File: src/design/nsc_pkg.sv
// ----------------------------------------------------------------------------
// NMEA sentence checker package
// Transaction types, character constants and the hex digit decoder.
// ----------------------------------------------------------------------------
package nsc_pkg;

  // Width of the tag register and of the byte window that precedes a byte.
  localparam int unsigned TagWidth    = 48;
  localparam int unsigned WindowWidth = TagWidth - 8;

  // Tag register value after reset: "$GPGGA".
  localparam logic [TagWidth-1:0] TAG_RESET = 48'h2447_5047_4741;

  // Characters with a meaning of their own.
  localparam logic [7:0] CHAR_STAR   = 8'h2A;
  localparam logic [7:0] CHAR_ZERO   = 8'h30;
  localparam logic [7:0] CHAR_NINE   = 8'h39;
  localparam logic [7:0] CHAR_UPPR_A = 8'h41;
  localparam logic [7:0] CHAR_UPPR_F = 8'h46;
  localparam logic [7:0] CHAR_LOWR_A = 8'h61;
  localparam logic [7:0] CHAR_LOWR_F = 8'h66;

  // Number of checksum digits that follow the star.
  localparam logic [1:0] SUM_DIGITS = 2'd2;

  // One input transaction.
  typedef struct packed {
    logic [7:0] line_byte;
    logic       end_of_line;
  } in_item_t;

  // One result transaction.
  typedef struct packed {
    logic       sentence_ok;
    logic       tag_found;
    logic       sum_match;
    logic       format_error;
    logic [7:0] computed_sum;
    logic [7:0] received_sum;
  } out_item_t;

  // Control handed from the input stage to the line tracker.
  typedef struct packed {
    logic       step;
    logic       end_of_line;
    logic [7:0] line_byte;
  } step_t;

  // Hex digit decode: bit 4 is set when the byte is a hex digit, bits 3:0
  // hold its value (zero when it is not one).
  function automatic logic [4:0] hex_decode(input logic [7:0] c);
    logic [7:0] diff;
    diff = 8'd0;
    if (c >= CHAR_ZERO && c <= CHAR_NINE) begin
      diff = c - CHAR_ZERO;
      return {1'b1, diff[3:0]};
    end else if (c >= CHAR_UPPR_A && c <= CHAR_UPPR_F) begin
      diff = c - CHAR_UPPR_A + 8'd10;
      return {1'b1, diff[3:0]};
    end else if (c >= CHAR_LOWR_A && c <= CHAR_LOWR_F) begin
      diff = c - CHAR_LOWR_A + 8'd10;
      return {1'b1, diff[3:0]};
    end
    return 5'd0;
  endfunction

endpackage

File: src/design/nmea_sentence_checker_top.sv
// ----------------------------------------------------------------------------
// NMEA sentence checker
// Checks NMEA-0183 sentences byte by byte: XOR sum, hex checksum, tag search.
// ----------------------------------------------------------------------------
//
//  Channel  Ports                          Direction  Transaction
//  -------  -----------------------------  ---------  ---------------------------
//  in       in_valid, in_stall, in_data    input      one line byte, end flag
//  out      out_valid, out_stall, out_data output     one verdict per line
//  cfg      cfg_wr_en, cfg_wr_data         input      write of the tag register
//
//  One byte is accepted every cycle unless the input stalls; each byte waits in the
//  input register until the line tracker consumes it, and the verdict is registered
//  in the result register when the tracker consumes the line's end-of-line byte.
//  The input stalls only while an end-of-line byte waits in the input
//  register and the result register still holds an untaken verdict.
//  Synchronous reset clears the line state and sets the tag to "$GPGGA".
//
module nmea_sentence_checker_top (
  input  logic                         clk,
  input  logic                         rst_n,
  input  logic                         cfg_wr_en,
  input  logic [nsc_pkg::TagWidth-1:0] cfg_wr_data,
  input  logic                         in_valid,
  output logic                         in_stall,
  input  nsc_pkg::in_item_t            in_data,
  output logic                         out_valid,
  input  logic                         out_stall,
  output nsc_pkg::out_item_t           out_data
);
  import nsc_pkg::*;

  logic [TagWidth-1:0] tag_r;
  logic                s1_valid_r;
  in_item_t            s1_data_r;
  logic                out_valid_r;
  out_item_t           out_data_r;

  logic                out_free;
  logic                s1_consume;
  logic                in_accept;
  step_t               step;
  out_item_t           verdict;

  // Handshake decisions.
  always_comb begin
    out_free         = ~out_valid_r | ~out_stall;
    s1_consume       = s1_valid_r & (~s1_data_r.end_of_line | out_free);
    in_stall         = s1_valid_r & ~s1_consume;
    in_accept        = in_valid & ~in_stall;
    step.step        = s1_consume;
    step.end_of_line = s1_data_r.end_of_line;
    step.line_byte   = s1_data_r.line_byte;
  end

  nsc_line_tracker u_tracker (
    .clk         (clk),
    .rst_n       (rst_n),
    .step_in     (step),
    .tag_pattern (tag_r),
    .verdict     (verdict)
  );

  // Control registers: tag, input stage valid and result valid.
  always_ff @(posedge clk) begin
    if (!rst_n) begin
      tag_r       <= TAG_RESET;
      s1_valid_r  <= 1'b0;
      out_valid_r <= 1'b0;
    end else begin
      if (cfg_wr_en) begin
        tag_r <= cfg_wr_data;
      end
      if (in_accept) begin
        s1_valid_r <= 1'b1;
      end else if (s1_consume) begin
        s1_valid_r <= 1'b0;
      end
      if (s1_consume && s1_data_r.end_of_line) begin
        out_valid_r <= 1'b1;
      end else if (!out_stall) begin
        out_valid_r <= 1'b0;
      end
    end
  end

  // Payload registers.
  always_ff @(posedge clk) begin
    if (in_accept) begin
      s1_data_r <= in_data;
    end
    if (s1_consume && s1_data_r.end_of_line) begin
      out_data_r <= verdict;
    end
  end

  assign out_valid = out_valid_r;
  assign out_data  = out_data_r;

  // A byte that ends no line never waits in the input register.
  a_mid_line_flows: assert property (@(posedge clk) disable iff (!rst_n)
    (s1_valid_r && !s1_data_r.end_of_line) |-> s1_consume)
    else $error("mid-line byte held in input register");

  // Stalling the input only happens behind a held verdict.
  a_stall_cause: assert property (@(posedge clk) disable iff (!rst_n)
    in_stall |-> (s1_data_r.end_of_line && out_valid_r && out_stall))
    else $error("input stalled without a held verdict");

  // A passing verdict needs both the tag and the checksum.
  a_ok_consistent: assert property (@(posedge clk) disable iff (!rst_n)
    (out_valid_r && out_data_r.sentence_ok) |->
      (out_data_r.tag_found && out_data_r.sum_match && !out_data_r.format_error))
    else $error("sentence_ok set without tag and checksum");

endmodule

File: src/design/nsc_line_tracker.sv
// ----------------------------------------------------------------------------
// NMEA sentence checker line tracker
// Holds the per-line state (sum, star, checksum digits, tag window) and
// forms the verdict for the byte that ends a line.
// ----------------------------------------------------------------------------
module nsc_line_tracker (
  input  logic                             clk,
  input  logic                             rst_n,
  input  nsc_pkg::step_t                   step_in,
  input  logic [nsc_pkg::TagWidth-1:0]     tag_pattern,
  output nsc_pkg::out_item_t               verdict
);
  import nsc_pkg::*;

  logic [7:0]             xor_accum_r, xor_accum_nxt;
  logic                   first_done_r, first_done_nxt;
  logic                   star_r, star_nxt;
  logic [1:0]             dcount_r, dcount_nxt;
  logic [7:0]             recv_r, recv_nxt;
  logic                   bad_r, bad_nxt;
  logic [WindowWidth-1:0] window_r, window_nxt;
  logic                   hit_r, hit_nxt;

  // Values after this byte, before the end-of-line clear.
  logic [7:0]          xor_upd;
  logic                first_upd, star_upd, bad_upd, hit_upd;
  logic [1:0]          dcount_upd;
  logic [7:0]          recv_upd;
  logic [TagWidth-1:0] full_window;
  logic [4:0]          hex;
  logic                ferr, match;

  // Update the line state with one byte.
  always_comb begin
    full_window = {window_r, step_in.line_byte};
    hit_upd     = hit_r | (full_window == tag_pattern);
    hex         = hex_decode(step_in.line_byte);
    xor_upd     = xor_accum_r;
    first_upd   = first_done_r;
    star_upd    = star_r;
    dcount_upd  = dcount_r;
    recv_upd    = recv_r;
    bad_upd     = bad_r;
    priority if (!first_done_r) begin
      first_upd = 1'b1;
    end else if (!star_r) begin
      if (step_in.line_byte == CHAR_STAR) begin
        star_upd = 1'b1;
      end else begin
        xor_upd = xor_accum_r ^ step_in.line_byte;
      end
    end else if (dcount_r < SUM_DIGITS) begin
      bad_upd    = bad_r | ~hex[4];
      recv_upd   = {recv_r[3:0], hex[3:0]};
      dcount_upd = dcount_r + 2'd1;
    end else begin
      // Bytes after the checksum digits only pass through the tag window.
      bad_upd    = bad_r;
    end
  end

  // Verdict from the updated state.
  always_comb begin
    ferr                 = ~star_upd | (dcount_upd < SUM_DIGITS) | bad_upd;
    match                = ~ferr & (xor_upd == recv_upd);
    verdict.sentence_ok  = hit_upd & match;
    verdict.tag_found    = hit_upd;
    verdict.sum_match    = match;
    verdict.format_error = ferr;
    verdict.computed_sum = xor_upd;
    verdict.received_sum = recv_upd;
  end

  // Next state: the end of a line clears everything.
  always_comb begin
    xor_accum_nxt  = xor_accum_r;
    first_done_nxt = first_done_r;
    star_nxt       = star_r;
    dcount_nxt     = dcount_r;
    recv_nxt       = recv_r;
    bad_nxt        = bad_r;
    window_nxt     = window_r;
    hit_nxt        = hit_r;
    if (step_in.step) begin
      if (step_in.end_of_line) begin
        xor_accum_nxt  = 8'd0;
        first_done_nxt = 1'b0;
        star_nxt       = 1'b0;
        dcount_nxt     = 2'd0;
        recv_nxt       = 8'd0;
        bad_nxt        = 1'b0;
        window_nxt     = '0;
        hit_nxt        = 1'b0;
      end else begin
        xor_accum_nxt  = xor_upd;
        first_done_nxt = first_upd;
        star_nxt       = star_upd;
        dcount_nxt     = dcount_upd;
        recv_nxt       = recv_upd;
        bad_nxt        = bad_upd;
        window_nxt     = full_window[WindowWidth-1:0];
        hit_nxt        = hit_upd;
      end
    end
  end

  // Line state registers.
  always_ff @(posedge clk) begin
    if (!rst_n) begin
      xor_accum_r  <= 8'd0;
      first_done_r <= 1'b0;
      star_r       <= 1'b0;
      dcount_r     <= 2'd0;
      recv_r       <= 8'd0;
      bad_r        <= 1'b0;
      window_r     <= '0;
      hit_r        <= 1'b0;
    end else begin
      xor_accum_r  <= xor_accum_nxt;
      first_done_r <= first_done_nxt;
      star_r       <= star_nxt;
      dcount_r     <= dcount_nxt;
      recv_r       <= recv_nxt;
      bad_r        <= bad_nxt;
      window_r     <= window_nxt;
      hit_r        <= hit_nxt;
    end
  end

  // The digit counter stops at the number of checksum digits.
  a_dcount_bound: assert property (@(posedge clk) disable iff (!rst_n)
    dcount_r <= SUM_DIGITS)
    else $error("checksum digit counter overran");

  // A star is only recognised after the first byte.
  a_star_after_first: assert property (@(posedge clk) disable iff (!rst_n)
    star_r |-> first_done_r)
    else $error("star seen before first byte");

  // Digits are only collected once the star has been seen.
  a_digits_after_star: assert property (@(posedge clk) disable iff (!rst_n)
    (dcount_r != 2'd0) |-> star_r)
    else $error("checksum digit taken without a star");

endmodule

File: config.mk
export PLATFORM = sky130hd
export DESIGN_NAME = nmea_sentence_checker_top
export DESIGN_NICKNAME = d
export VERILOG_FILES = /design/src/design/nsc_pkg.sv /design/src/design/nmea_sentence_checker_top.sv /design/src/design/nsc_line_tracker.sv
export SDC_FILE = /design/constraint.sdc
export NUM_CORES = 1
export LEC_CHECK = 0
export BUFFER_PORTS_ARGS = -buffer_cell sky130_fd_sc_hd__buf_4
export CORE_UTILIZATION = 30
export CTS_BUF_LIST = sky130_fd_sc_hd__clkbuf_8 sky130_fd_sc_hd__clkbuf_16
export DETAILED_ROUTE_END_ITERATION = 16
export GPL_TIMING_DRIVEN = 0
export HOLD_SLACK_MARGIN = 0.03
export PLACE_DENSITY = 0.58
export RECOVER_POWER = 50
export SYNTH_ARGS = -nofsm -noshare
export SYNTH_HDL_FRONTEND = slang
export SYNTH_SLANG_ARGS = --single-unit
File: constraint.sdc
create_clock -name clk -period 3.27 [get_ports clk]
set_clock_uncertainty 0.1 [all_clocks]
set_input_delay 0.1635 -clock clk [delete_from_list [all_inputs] [get_ports clk]]
set_output_delay 0.1635 -clock clk [all_outputs]
set_load 0.005 [all_outputs]
==> summary.md <==
| Metric | Value |
|---|---|
| DR iter-0 viols | `209` |
| Ys async rst share | `0%` |
| Critical path class | `reg2reg` |
| R2r setup slk | `200 ps` |
| Adder-Cell Fraction of Synth Area | `0.805%` |
| Die footprint | `21300 sq um` |
| Layout area overhead | `35.3%` |
| Yosys cell types | `47` |
| Syn. warnings | `0` |
| Most used routing layer | `met2` |
| Routed WL per cell | `approximately 16 um` |
| Setup TNS | `0 ps` |
| Top_reg_cell synth | `dfxtp_1` |
| Vias in the first global route | `roughly 4800` |
| Post-synthesis mux area share | `8.27%` |
| PD cells | `around 520 nW/um^2` |
| Beginning of the critical path | `s1_data_r[2]` |
| DR DRC count | `0` |
| GRT met3 Usage | `4.11%` |
| Max Clk Rate | `approximately 0.33 GHz` |
| Grt total ovfl | `0` |
| TritonCTS clock tree | `done` |
| CTS Buf Count | `17` |
| Grt met1 use | `20.9%` |
| Tcrit/Tclk final | `93.9%` |
| Slew of the pin with the lowest slew margin | `around 900 ps` |
| Final Util | `41.4%` |
| Die height | `roughly 150 um` |
| Mapped Cells | `604` |
| Status | `completed` |
| Post-route ant nets | `0` |
| # port buffers | `81` |
| Cell Rows | `52` |
| RSZ-0062 raised after global routing | `no` |
| Static leakage | `approximately 3.1 nW` |
| Synth Area in Simple Gates | `19.2%` |
| Mapped Area | `6220 sq um` |
| Clock Sinks | `141` |
| Core Region | `20300 sq um` |
| Critical path fanouts, max | `7` |
| Die W | `approximately 150 um` |
| Deepest clock path buffer count | `2` |
| Period minus WS final | `3070 ps` |
| Critical Path Sink Type | `flop` |
| Total wire length | `approximately 17000 um` |
| CP arrival | `around 3200 ps` |
| Routability Congestion | `0.841` |
| Req. time, crit path | `3420 ps` |
| Post-synth EDFFs | `29` |
| Clock-pin slew on the worst setup and hold paths | `around 50 ps` |
| Maximum vdd drop | `0.000346 V` |
| CTS H-tree lvls | `4` |
| Setup Slack @ Placement | `188 ps` |
| Via count | `4736` |
| Initial antenna violation count | `0` |
| Slew margin rel. | `39.7%` |
| Pre-antenna DRT Iters | `4` |
| Crit path launch type | `flop` |
| Share of layout cells above drive strength 1 | `15.5%` |
| Register area share after synthesis | `50.1%` |
| I/O pin count | `84` |
| Root buf cell | `clkbuf_16` |
| Max-cap violations | `0` |
| Setup bufs post-CTS | `0` |
| Reg-to-Reg End | `out_data[19]` |
| Nets | `829` |
| Synth Area in XOR/XNOR | `9.02%` |
| Met2 Use GR | `26.4%` |
| Multi-input gate area in the final layout | `2920 sq um` |
| Post-Syn Area per Cell | `10.3 sq um` |
| Syn_nets | `670` |
| Synthesized-area fraction occupied by ao, oa, aoi and oai cells | `9.54%` |
| Endpoints failing hold | `0` |
| All-Layer GR Usage | `16.2%` |
| Storage cell area | `~3100 sq um` |
| # fillers | `about 2000` |
| Initial core utilization | `a little under a third` |
| HPWL after DPL | `11900 um` |
| CP endpoint | `out_data[19]` |
| Largest family of logic cells by synthesized area | `simple AND/OR/NAND/NOR gates` |
| Worst r2r src | `s1_data_r[2]` |
| Vias per cell | `approximately 4.5` |
| Clock latency on the worst-skew pair | `430 ps` |
| #FFs+latches synth | `141` |
| HP Class | `reg2reg` |
| # setup viols final | `0` |
| Setup WS post-layout | `201 ps` |
| Antenna diode count | `0` |
| Global-route wire length before repair | `26000 um` |
| Final Max Slew Viols | `0` |
| Largest net degree at the start of global routing | `21` |
| Cell depth of the worst flop-to-flop path | `10` |
## cell usage after synthesis (2+ instances only)
| cell | n | area share, % |
|---|---|---|
| buf_2 | 2 | 0.16 |
| a41oi_1 | 2 | 0.28 |
| xor2_1 | 3 | 0.42 |
| or3_1 | 2 | 0.20 |
| nand3_1 | 9 | 0.72 |
| nand2_1 | 74 | 4.5 |
| a21boi_0 | 41 | 5.0 |
| nand4_1 | 12 | 1.2 |
| clkbuf_1 | 34 | 2.1 |
| nand3b_1 | 38 | 4.6 |
| mux2i_1 | 48 | 7.7 |
| a21oi_1 | 7 | 0.56 |
| a31oi_1 | 2 | 0.20 |
| xnor2_1 | 61 | 8.6 |
| o21ai_0 | 2 | 0.16 |
| buf_1 | 4 | 0.24 |
| a22oi_1 | 17 | 2.1 |
| o31ai_1 | 2 | 0.24 |
| nor2_1 | 16 | 0.97 |
| edfxtp_1 | 29 | 14 |
| nand2b_1 | 2 | 0.20 |
| ha_1 | 4 | 0.81 |
| and4bb_1 | 2 | 0.40 |
| dfxtp_1 | 112 | 36 |
| inv_1 | 5 | 0.30 |
| mux2_2 | 3 | 0.54 |
| nor2b_1 | 48 | 4.8 |
| nor4_1 | 4 | 0.40 |
## metrics by stage
stage	instances	area [sq um]	hold slack [ps]	total power [mW]
detailed placement	955	7160	244	2.25
global route	1046	8410	382	4.54
floorplan	604	6220	162	2.10
finish	1046	8410	364	4.38
CTS	1046	8410	360	4.43
global placement	955	7160	243	2.25
## layer usage
| metal | vias to the layer above | part of all wire, % |
|---|---|---|
| met5 | - | 0 |
| met4 | 0 | 1.1 |
| met3 | 19 | 3.5 |
| met2 | 99 | 48 |
| met1 | 2210 | 47 |
| li1 | 2408 | - |
## report_power, final
part | internal (mW) | switching, mW
Sequential | 1.83 | 0.0438
Clock | 1.38 | 0.733
Combinational | 0.212 | 0.186
Total | 3.42 | 0.963
## sequential cells by signal (all words and copies together), names as in the netlist
name / cells
tag_r: 48
u_tracker.window_r: 40
out_data: 20
s1_data_r: 9
u_tracker.recv_r: 8
u_tracker.xor_accum_r: 8
u_tracker.dcount_r: 2
out_valid: 1
s1_valid_r: 1
u_tracker.bad_r: 1
u_tracker.first_done_r: 1
u_tracker.hit_r: 1
u_tracker.star_r: 1
## worst min-delay path by stage
stage                     cells past startpoint  slack (ps)       startpoint              end
after floorplan                               0         160       in_data[0]     s1_data_r[0]
after global placement                        1         240       in_data[0]     s1_data_r[0]
after detailed placement                      1         240       in_data[3]     s1_data_r[3]
after CTS                                     2         360       in_data[5]     s1_data_r[5]
after global routing                          2         380       in_data[4]     s1_data_r[4]
final                                         2         360  u_tracker.hit_r  u_tracker.hit_r
## worst max-delay path, stage by stage (launching register included)
cell and delay (ps):
edfxtp_1 410, clkbuf_1 350, inv_1 140, ha_1 230, nor3b_1 190, and4bb_1 260, a21oi_1 450, o31ai_2 190
xnor2_1 160, nand3_1 140, nor4b_2 280
## placed cells by master, fill, tap and decap left out, types with 2 or more instances in the layout
| cell | netlist | layout |
|---|---|---|
| a21boi_0 | 41 | 41 |
| a21oi_1 | 7 | 7 |
| a22oi_1 | 17 | 17 |
| a31oi_1 | 2 | 2 |
| a41oi_1 | 2 | 2 |
| and4bb_1 | 2 | 2 |
| buf_1 | 4 | 2 |
| buf_2 | 2 | 2 |
| buf_4 | 1 | 52 |
| bufinv_16 | 0 | 4 |
| clkbuf_1 | 34 | 37 |
| clkbuf_16 | 0 | 17 |
| clkbuf_4 | 0 | 29 |
| clkbuf_8 | 0 | 5 |
| clkinvlp_4 | 0 | 2 |
| dfxtp_1 | 112 | 112 |
| dlygate4sd3_1 | 0 | 59 |
| edfxtp_1 | 29 | 29 |
| ha_1 | 4 | 4 |
| inv_1 | 5 | 6 |
| mux2_1 | 0 | 3 |
| mux2i_1 | 48 | 48 |
| nand2_1 | 74 | 74 |
| nand2b_1 | 2 | 2 |
| nand3_1 | 9 | 9 |
| nand3b_1 | 38 | 38 |
| nand4_1 | 12 | 12 |
| nor2_1 | 16 | 16 |
| nor2b_1 | 48 | 48 |
| nor4_1 | 4 | 4 |
| o21ai_0 | 2 | 2 |
| o31ai_2 | 0 | 2 |
| or3_1 | 2 | 2 |
| xnor2_1 | 61 | 61 |
| xor2_1 | 3 | 3 |
## what timing repair did
| item | CTS | global route |
|---|---|---|
| hold buffers | 59 | 0 |
| endpoints found under the setup margin | 0 | 1 |
| hold endpoints to repair | 59 | 0 |
| resized for setup | 0 | 2 |
## cells by family (layout without fill, tap and decap cells)
logic type	count (synthesis)	count (layout)
compound gates	81	81
xor+xnor	64	64
fa+ha+maj	4	4
buf+inv	47	219
flops	141	141
mux	51	51
simple gates	216	216
## cell type report
cell class	instances	share of cell area (%)
Buffer	42	2.04
Clock buffer	22	5.87
Clock inverter	10	1.89
Inverter	5	0.223
Multi-Input combinational cell	416	34.8
Sequential cell	141	37.0
Tap cell	270	4.02
Timing Repair Buffer	140	14.2
No activity file was read; power rests on OpenSTA's default activity.
